==> src/rtl/spq_pkg.sv <==
// Shared constants, codes, types and key ordering for the sorted priority queue.
package spq_pkg;

  localparam int CAPACITY    = 16;
  localparam int VALUE_WIDTH = 32;
  localparam int COUNT_W     = $clog2(CAPACITY + 1);
  localparam int REQ_W       = 2;
  localparam int STATUS_W    = 2;
  localparam int ELEM_W      = 32;
  localparam int HEAD_W      = 32;
  localparam int CFG_IDX_W   = 1;
  localparam int CFG_DATA_W  = 1;

  typedef enum logic [REQ_W-1:0] {
    REQ_INSERT = 2'd0,
    REQ_PEEK   = 2'd1,
    REQ_POP    = 2'd2
  } req_t;

  typedef enum logic [STATUS_W-1:0] {
    ST_DONE  = 2'd0,
    ST_EMPTY = 2'd1,
    ST_FULL  = 2'd2
  } status_t;

  typedef enum logic [CFG_IDX_W-1:0] {
    CFG_ORDER_DESC  = 1'd0,
    CFG_SIGNED_KEYS = 1'd1
  } cfg_idx_t;

  typedef logic [VALUE_WIDTH-1:0] value_t;

  typedef struct packed {
    logic   ins;
    logic   pop;
    value_t val;
    logic   desc;
    logic   sgn;
  } cell_ctrl_t;

  function automatic value_t order_key(value_t v, logic desc, logic sgn);
    value_t k;
    k = v;
    if (sgn) k[VALUE_WIDTH-1] = ~k[VALUE_WIDTH-1];
    if (desc) k = ~k;
    return k;
  endfunction

endpackage

==> src/rtl/spq_if.sv <==
// Request and result channel interfaces of the sorted priority queue.
interface spq_req_if;
  logic                         valid;
  logic                         ready;
  logic [spq_pkg::REQ_W-1:0]    req_type;
  logic [spq_pkg::ELEM_W-1:0]   elem_value;

  modport source (output valid, req_type, elem_value, input ready);
  modport sink   (input valid, req_type, elem_value, output ready);
endinterface

interface spq_res_if;
  logic                          valid;
  logic                          ready;
  logic [spq_pkg::STATUS_W-1:0]  status;
  logic [spq_pkg::HEAD_W-1:0]    head_value;
  logic [spq_pkg::COUNT_W-1:0]   entry_count;

  modport source (output valid, status, head_value, entry_count, input ready);
  modport sink   (input valid, status, head_value, entry_count, output ready);
endinterface

==> src/rtl/spq_cell.sv <==
// One slot of the sorted chain: compare against the new value and shift.
module spq_cell (
  input  logic                  clk,
  input  spq_pkg::cell_ctrl_t   ctrl,
  input  logic                  occupied,
  input  logic                  left_take,
  input  spq_pkg::value_t       left_value,
  input  spq_pkg::value_t       right_value,
  output logic                  take,
  output spq_pkg::value_t       value
);

  spq_pkg::value_t value_r;
  spq_pkg::value_t value_nxt;
  logic            goes_first;

  assign goes_first = spq_pkg::order_key(ctrl.val, ctrl.desc, ctrl.sgn)
                      <= spq_pkg::order_key(value_r, ctrl.desc, ctrl.sgn);
  // once a cell toward the head takes the new value, every later cell shifts
  assign take       = left_take || goes_first || !occupied;
  assign value      = value_r;

  always_comb begin
    value_nxt = value_r;
    if (ctrl.ins && take) begin
      value_nxt = left_take ? left_value : ctrl.val;
    end else if (ctrl.pop) begin
      value_nxt = right_value;
    end
  end

  always_ff @(posedge clk) begin
    value_r <= value_nxt;
  end

endmodule

==> src/rtl/sorted_priority_queue_core.sv <==
// Sorted priority queue: a chain of CAPACITY cells kept in service order, head
// in cell 0. On each request every cell compares the new value with its own
// entry and shifts toward the tail on insert, or toward the head on pop, in the
// same clock. Results sit in an output register, so a new request is taken every
// cycle while the result side keeps up, and none while a result waits unread.
// Insert into a full queue returns full; peek or pop on an empty queue returns
// empty. The user must set order and signedness through the configuration port
// only while no request is in flight; the core does not enforce this.
module sorted_priority_queue_core (
  input  logic                           clk,
  input  logic                           rst_n,
  spq_req_if.sink                        in_req,
  spq_res_if.source                      out_res,
  input  logic                           cfg_we,
  input  logic [spq_pkg::CFG_IDX_W-1:0]  cfg_index,
  input  logic [spq_pkg::CFG_DATA_W-1:0] cfg_wdata
);

  logic                         desc_r;
  logic                         sgn_r;
  logic [spq_pkg::COUNT_W-1:0]  count_r;
  logic [spq_pkg::COUNT_W-1:0]  count_nxt;
  logic                         out_valid_r;
  spq_pkg::status_t             status_r;
  spq_pkg::status_t             status_nxt;
  logic [spq_pkg::HEAD_W-1:0]   head_r;
  logic [spq_pkg::HEAD_W-1:0]   head_nxt;

  logic                         accept;
  logic                         full;
  logic                         empty;
  spq_pkg::cell_ctrl_t          ctrl;
  spq_pkg::value_t              cell_value [spq_pkg::CAPACITY];
  logic                         cell_take  [spq_pkg::CAPACITY];

  assign in_req.ready = !out_valid_r || out_res.ready;
  assign accept       = in_req.valid && in_req.ready;
  assign full         = count_r == spq_pkg::COUNT_W'(spq_pkg::CAPACITY);
  assign empty        = count_r == '0;

  always_comb begin
    ctrl.ins   = 1'b0;
    ctrl.pop   = 1'b0;
    ctrl.val   = spq_pkg::VALUE_WIDTH'(in_req.elem_value);
    ctrl.desc  = desc_r;
    ctrl.sgn   = sgn_r;
    count_nxt  = count_r;
    status_nxt = spq_pkg::ST_DONE;
    head_nxt   = '0;
    case (in_req.req_type)
      spq_pkg::REQ_INSERT: begin
        if (full) begin
          status_nxt = spq_pkg::ST_FULL;
        end else begin
          ctrl.ins  = accept;
          count_nxt = count_r + 1'b1;
        end
      end
      spq_pkg::REQ_PEEK, spq_pkg::REQ_POP: begin
        if (empty) begin
          status_nxt = spq_pkg::ST_EMPTY;
        end else begin
          head_nxt = spq_pkg::HEAD_W'(cell_value[0]);
          if (in_req.req_type == spq_pkg::REQ_POP) begin
            ctrl.pop  = accept;
            count_nxt = count_r - 1'b1;
          end
        end
      end
      default: ;
    endcase
  end

  for (genvar i = 0; i < spq_pkg::CAPACITY; i++) begin : g_cell
    logic            left_take;
    spq_pkg::value_t left_value;
    spq_pkg::value_t right_value;

    if (i == 0) begin : g_head
      assign left_take  = 1'b0;
      assign left_value = ctrl.val;
    end else begin : g_mid
      assign left_take  = cell_take[i-1];
      assign left_value = cell_value[i-1];
    end

    if (i == spq_pkg::CAPACITY - 1) begin : g_tail
      assign right_value = cell_value[i];
    end else begin : g_body
      assign right_value = cell_value[i+1];
    end

    spq_cell u_cell (
      .clk         (clk),
      .ctrl        (ctrl),
      .occupied    (spq_pkg::COUNT_W'(i) < count_r),
      .left_take   (left_take),
      .left_value  (left_value),
      .right_value (right_value),
      .take        (cell_take[i]),
      .value       (cell_value[i])
    );
  end

  always_ff @(posedge clk) begin
    if (!rst_n) begin
      desc_r      <= 1'b0;
      sgn_r       <= 1'b0;
      count_r     <= '0;
      out_valid_r <= 1'b0;
    end else begin
      if (cfg_we) begin
        case (cfg_index)
          spq_pkg::CFG_ORDER_DESC:  desc_r <= cfg_wdata[0];
          spq_pkg::CFG_SIGNED_KEYS: sgn_r  <= cfg_wdata[0];
          default: ;
        endcase
      end
      if (accept) begin
        count_r     <= count_nxt;
        out_valid_r <= 1'b1;
      end else if (out_res.ready) begin
        out_valid_r <= 1'b0;
      end
    end
  end

  always_ff @(posedge clk) begin
    if (accept) begin
      status_r <= status_nxt;
      head_r   <= head_nxt;
    end
  end

  assign out_res.valid       = out_valid_r;
  assign out_res.status      = status_r;
  assign out_res.head_value  = head_r;
  assign out_res.entry_count = count_r;

  a_count_bound: assert property (@(posedge clk) disable iff (!rst_n)
    count_r <= spq_pkg::COUNT_W'(spq_pkg::CAPACITY))
    else $error("entry count above capacity");

  a_full_refused: assert property (@(posedge clk) disable iff (!rst_n)
    accept && in_req.req_type == spq_pkg::REQ_INSERT && full
    |=> out_res.valid && out_res.status == spq_pkg::ST_FULL && $stable(count_r))
    else $error("insert into full queue not refused");

  a_pop_shrinks: assert property (@(posedge clk) disable iff (!rst_n)
    accept && in_req.req_type == spq_pkg::REQ_POP && !empty
    |=> count_r == $past(count_r) - 1'b1)
    else $error("pop did not remove an entry");

  a_empty_result: assert property (@(posedge clk) disable iff (!rst_n)
    out_res.valid && out_res.status == spq_pkg::ST_EMPTY
    |-> out_res.head_value == '0 && out_res.entry_count == '0)
    else $error("empty result carries data");

endmodule

==> src/flat_wrapper.sv <==
// flat-port wrapper written by rule: the top's interface ports become plain ports
module sorted_priority_queue_core_flat 
  (clk, rst_n, cfg_we, cfg_index, cfg_wdata, in_req_valid, in_req_req_type, in_req_elem_value, in_req_ready, out_res_valid, out_res_status, out_res_head_value, out_res_entry_count, out_res_ready);
  spq_req_if in_req_i ();
  spq_res_if out_res_i ();
  input  logic clk;
  input  logic rst_n;
  input  logic cfg_we;
  input  logic [spq_pkg::CFG_IDX_W-1:0] cfg_index;
  input  logic [spq_pkg::CFG_DATA_W-1:0] cfg_wdata;
  input wire logic [$bits(in_req_i.valid)-1:0] in_req_valid;
  input wire logic [$bits(in_req_i.req_type)-1:0] in_req_req_type;
  input wire logic [$bits(in_req_i.elem_value)-1:0] in_req_elem_value;
  output wire logic [$bits(in_req_i.ready)-1:0] in_req_ready;
  output wire logic [$bits(out_res_i.valid)-1:0] out_res_valid;
  output wire logic [$bits(out_res_i.status)-1:0] out_res_status;
  output wire logic [$bits(out_res_i.head_value)-1:0] out_res_head_value;
  output wire logic [$bits(out_res_i.entry_count)-1:0] out_res_entry_count;
  input wire logic [$bits(out_res_i.ready)-1:0] out_res_ready;
  assign in_req_i.valid = in_req_valid;
  assign in_req_i.req_type = in_req_req_type;
  assign in_req_i.elem_value = in_req_elem_value;
  assign in_req_ready = in_req_i.ready;
  assign out_res_valid = out_res_i.valid;
  assign out_res_status = out_res_i.status;
  assign out_res_head_value = out_res_i.head_value;
  assign out_res_entry_count = out_res_i.entry_count;
  assign out_res_i.ready = out_res_ready;
  sorted_priority_queue_core u_core (.clk(clk), .rst_n(rst_n), .in_req(in_req_i), .out_res(out_res_i), .cfg_we(cfg_we), .cfg_index(cfg_index), .cfg_wdata(cfg_wdata));
endmodule
==> config.mk <==
export PLATFORM = sky130hd
export DESIGN_NAME = sorted_priority_queue_core_flat
export DESIGN_NICKNAME = d
export VERILOG_FILES = /design/src/rtl/spq_pkg.sv /design/src/rtl/spq_if.sv /design/src/rtl/spq_cell.sv /design/src/rtl/sorted_priority_queue_core.sv /design/src/flat_wrapper.sv
export SDC_FILE = /design/constraint.sdc
export NUM_CORES = 2
export LEC_CHECK = 0
export ABC_AREA = 1
export BUFFER_PORTS_ARGS = -buffer_cell sky130_fd_sc_hd__buf_2
export CAP_MARGIN = 30
export CELL_PAD_IN_SITES_DETAIL_PLACEMENT = 0
export CELL_PAD_IN_SITES_GLOBAL_PLACEMENT = 1
export CORE_ASPECT_RATIO = 1.2
export CORE_MARGIN = 8
export CORE_UTILIZATION = 43
export CTS_CLUSTER_SIZE = 8
export DETAILED_ROUTE_END_ITERATION = 12
export PLACE_DENSITY_LB_ADDON = 0.1
export SETUP_SLACK_MARGIN = 0.2
export SYNTH_ARGS = -nofsm -noshare
export SYNTH_HDL_FRONTEND = slang
export SYNTH_SLANG_ARGS = --single-unit
==> constraint.sdc <==
create_clock -name clk -period 6.88 [get_ports clk]
set_input_delay 0.344 -clock clk [delete_from_list [all_inputs] [get_ports clk]]
set_output_delay 0.344 -clock clk [all_outputs]
set_load 0.02 [all_outputs]
==> results by group <==
Route
  – Met2 routed WL: 77.7 mm
  – Routed wire length: roughly 160 mm
  – Vias per cell: between 5 and 6
  – Met3 WL: 7.04 mm
  – Wirelength per Cell: 24.1 um
  – # DRC: 0
  – Top sig layer: met4
  – Initial DRC Count: 2779
  – 1st-pass router iterations: 6
  – DRT antenna net count: 0
  – Vias: 37.0k
  – WL met1: roughly 67 mm

Power
  – VDD IR-drop max: roughly 160 uV
  – Total Power: 10.2 mW
  – Leakage: approximately 20 nW
  – Cell Pwr Density: ~210 nW/um^2

STA
  – Final Cycle Share: 0.916
  – Max_slew headroom: 0.377
  – Final TNS setup: 0 ps
  – Final hold slack: about 75 ps
  – RSZ-0062 raised after global routing: no
  – Setup Skew: 22.2 ps
  – Final hold vios: 0
  – Setup violators final: 0
  – Maximum clock rate: between 150 and 200 MHz
  – Worst slew pin tran: 925 ps
  – Final Max Tran Viols: 0
  – Minimum clock period: roughly 6300 ps

Yosys
  – Syn Area/Cell: around 8.4 um^2
  – Yosys reg bits: 554
  – Sequential area share after synthesis: 0.378
  – Synth cell types: slightly above 50
  – Post-Syn Instances: 5215
  – Dominant synthesized flop cell: edfxtp_1
  – EDFF count, synth: around 550
  – Post-Syn Nets: 5774
  – Post-synthesis cell area: roughly 44000 um^2
  – Share of async-settable or async-resettable flops after synthesis: 0
  – Yosys warnings: 0

Clock tree
  – Clk_lat worst skew: roughly 640 ps
  – CTS tree: built
  – Num CTS Buffers: 80
  – Clock buffer depth: 3
  – Clk sink count: around 550
  – Clock transition at path regs: 60 ps
  – # H-tree levels: 3
  – # Post-CTS Setup Buffers: 0
  – Root Driver: clkbuf_16

Placed design
  – Post-DP HPWL: 120 mm
  – Routability congestion estimate from global placement: just under 0.9
  – Buffers on Ports: just over 80
  – Cell count after placement: about 6.5k

Setup path
  – Critical Path RT: just over 7000 ps
  – Worst r2r path cells: 18
  – WP data arrival: between 6000 and 7000 ps
  – Crit path to: u_core.g_cell[13].u_cell.value[28]$_DFFE_PP_
  – Crit path top cell by count: buf_4
  – Kind of end point of the critical path: register
  – Critical path class: reg2reg
  – Buf/Inv on CP: 5
  – Crit-path cells: buf_4, buf_12, xnor2_1, xor2_1, ha_1, nand2_1, nor2_1, nand4_1, nor4_1, o21ai_0, a221oi_1, nand4_2, nor2_4, nor2_2, buf_4, inv_2, nand2_1, buf_4
  – Worst path max stage delay: between 500 and 600 ps
  – Critical-path maximum fanout: 87
  – Top cell family by delay on the critical path: buffers and inverters
  – CP startpoint kind: register
  – Reg-to-Reg Start: u_core.desc_r$_SDFFE_PN0P_
  – Critical path depth: 18
  – FF-to-FF End: u_core.g_cell[13].u_cell.value[28]$_DFFE_PP_
  – Worst path slowest cell: dfxtp_4
  – Reg-to-reg setup timing slack: approximately 580 ps
  – Setup crit start: u_core.desc_r$_SDFFE_PN0P_

Cells and area
  – # diodes: 0
  – Share of layout cells above drive strength 1: 0.0731
  – # fillers: around 10k
  – Finished Layout Cells: 6620
  – Layout Nets: just under 6k
  – Area Overhead vs Synth: 11.0%

GRT
  – GRT overflow: 0
  – Vias in the first global route: 36.7k
  – Largest net degree at the start of global routing: between 80 and 90
  – Total GRT Usage: 0.279
  – First-pass GRT wire length: ~240 mm
  – Initial antenna violation count: 2

Floorplanning
  – Initial Utilization: 0.432
  – Core Rows: about 130
  – Full die area: about 110000 um^2
  – Die Span X: roughly 310 um
  – Die Height: ~370 um
  – CORE AREA: around 100000 um^2
  – I/O pin cnt: approximately 80

Run status
  – Run status: finished clean

Job
  – Max-Cap Viols: 0

Min path
  – Worst hold path type: in2reg
-- worst reg2reg max path: cells and delay by family (launching register included) --
family,cells,cell delay (ps)
AO/OA/AOI/OAI,2,700
flip-flops,1,580
AND/OR/NAND/NOR,8,1810
adder cells (fa/ha/maj),1,310
buffers and inverters,5,2040
XOR/XNOR,2,560
-- Yosys cell counts (5+ instances only) --
master,instances,area [um^2]
a211oi_1,10,75.1
a21o_1,5,37.5
a21oi_1,290,1450
a221oi_1,6,52.6
a31oi_1,292,1830
buf_1,54,203
buf_2,25,125
clkbuf_1,209,785
dfxtp_1,8,160
edfxtp_1,546,16400
ha_1,518,6480
inv_1,176,661
inv_2,8,30.0
nand2_1,1463,5490
nand3_1,59,295
nand4_1,53,332
nor2_1,469,1760
nor3_1,16,80.1
nor4_1,18,113
o211ai_1,8,60.1
o21a_1,18,135
o21ai_0,313,1570
o21ai_1,22,110
o21ai_2,10,87.6
o21bai_1,10,75.1
o221ai_1,6,52.6
xnor2_1,498,4360
xor2_1,65,569
-- final cells by class --
cell class                      instances  area (um^2)  area share
Multi-Input combinational cell       4182        25700       0.529
Sequential cell                       554        16600       0.341
Clock buffer                          111         2180      0.0449
Tap cell                             1365         1710      0.0352
Timing Repair Buffer                  217         1670      0.0345
Inverter                              187          702      0.0145
Clock inverter                          4         35.0    0.000721
-- cells by family after synthesis --
kind of cell / synth area share
fa+ha+maj: 0.148
xor+xnor: 0.113
compound gates: 0.129
flops: 0.378
simple gates: 0.190
buf+inv: 0.0422
-- routing by layer --
layer	vias to the layer above	track usage
met3	291	0.0301
met4	0	0.122
met2	960	0.487
li1	17909	-
met1	17796	0.348
met5	-	0
-- power by group --
part	switching, mW	internal (mW)
combinational	1.49	0.846
sequential	0.152	3.91
clock	1.61	2.17
total	3.25	6.93
-- registers in the layout (all words and copies together), names as in the netlist --
| register | count |
|---|---|
| u_core.desc_r | 1 |
| u_core.out_res.valid | 1 |
| u_core.g_cell.u_cell.value | 512 |
| u_core.out_res.entry_count | 5 |
| u_core.out_res.status | 2 |
| u_core.out_res.head_value | 32 |
| u_core.sgn_r | 1 |
-- layout by cell type, fill, tap and decap left out, types with 115 or more instances in the layout --
master | netlist | final
a31oi_1 | 292 | 292
o21ai_0 | 313 | 308
a21oi_1 | 290 | 289
nand2_1 | 1463 | 1456
buf_4 | 4 | 115
ha_1 | 518 | 518
xnor2_1 | 498 | 497
inv_1 | 176 | 174
nor2_1 | 469 | 463
edfxtp_1 | 546 | 546
-- metrics by stage --
stage	utilization	worst slack, ps	cell area, um^2
2_1_floorplan	-	233	43700
3_3_place_gp	0.455	895	46000
4_1_cts	0.480	679	48500
3_5_place_dp	0.457	729	46300
6_report	0.480	577	48600
5_1_grt	0.480	299	48600
-- what timing repair did --
action / in CTS / in global routing
resized for setup: 0 / 0
hold buffers: 4 / 0
endpoints found under the hold margin: 2 / 0
-- worst min-delay path by stage --
stage | from | end | slack, ps | depth (start not counted)
floorplan | rst_n | u_core.out_res.entry_count[0]$_SDFFE_PN0P_ | 480 | 2
global placement | u_core.out_res.valid$_SDFFE_PN0P_ | u_core.out_res.valid$_SDFFE_PN0P_ | 500 | 2
detailed placement | u_core.out_res.valid$_SDFFE_PN0P_ | u_core.out_res.valid$_SDFFE_PN0P_ | 500 | 2
CTS | rst_n | u_core.out_res.entry_count[0]$_SDFFE_PN0P_ | 30 | 3
global route | rst_n | u_core.out_res.entry_count[0]$_SDFFE_PN0P_ | 50 | 3
finish | rst_n | u_core.out_res.entry_count[4]$_SDFFE_PN0P_ | 70 | 3
No activity file was read; power rests on OpenSTA's default activity.
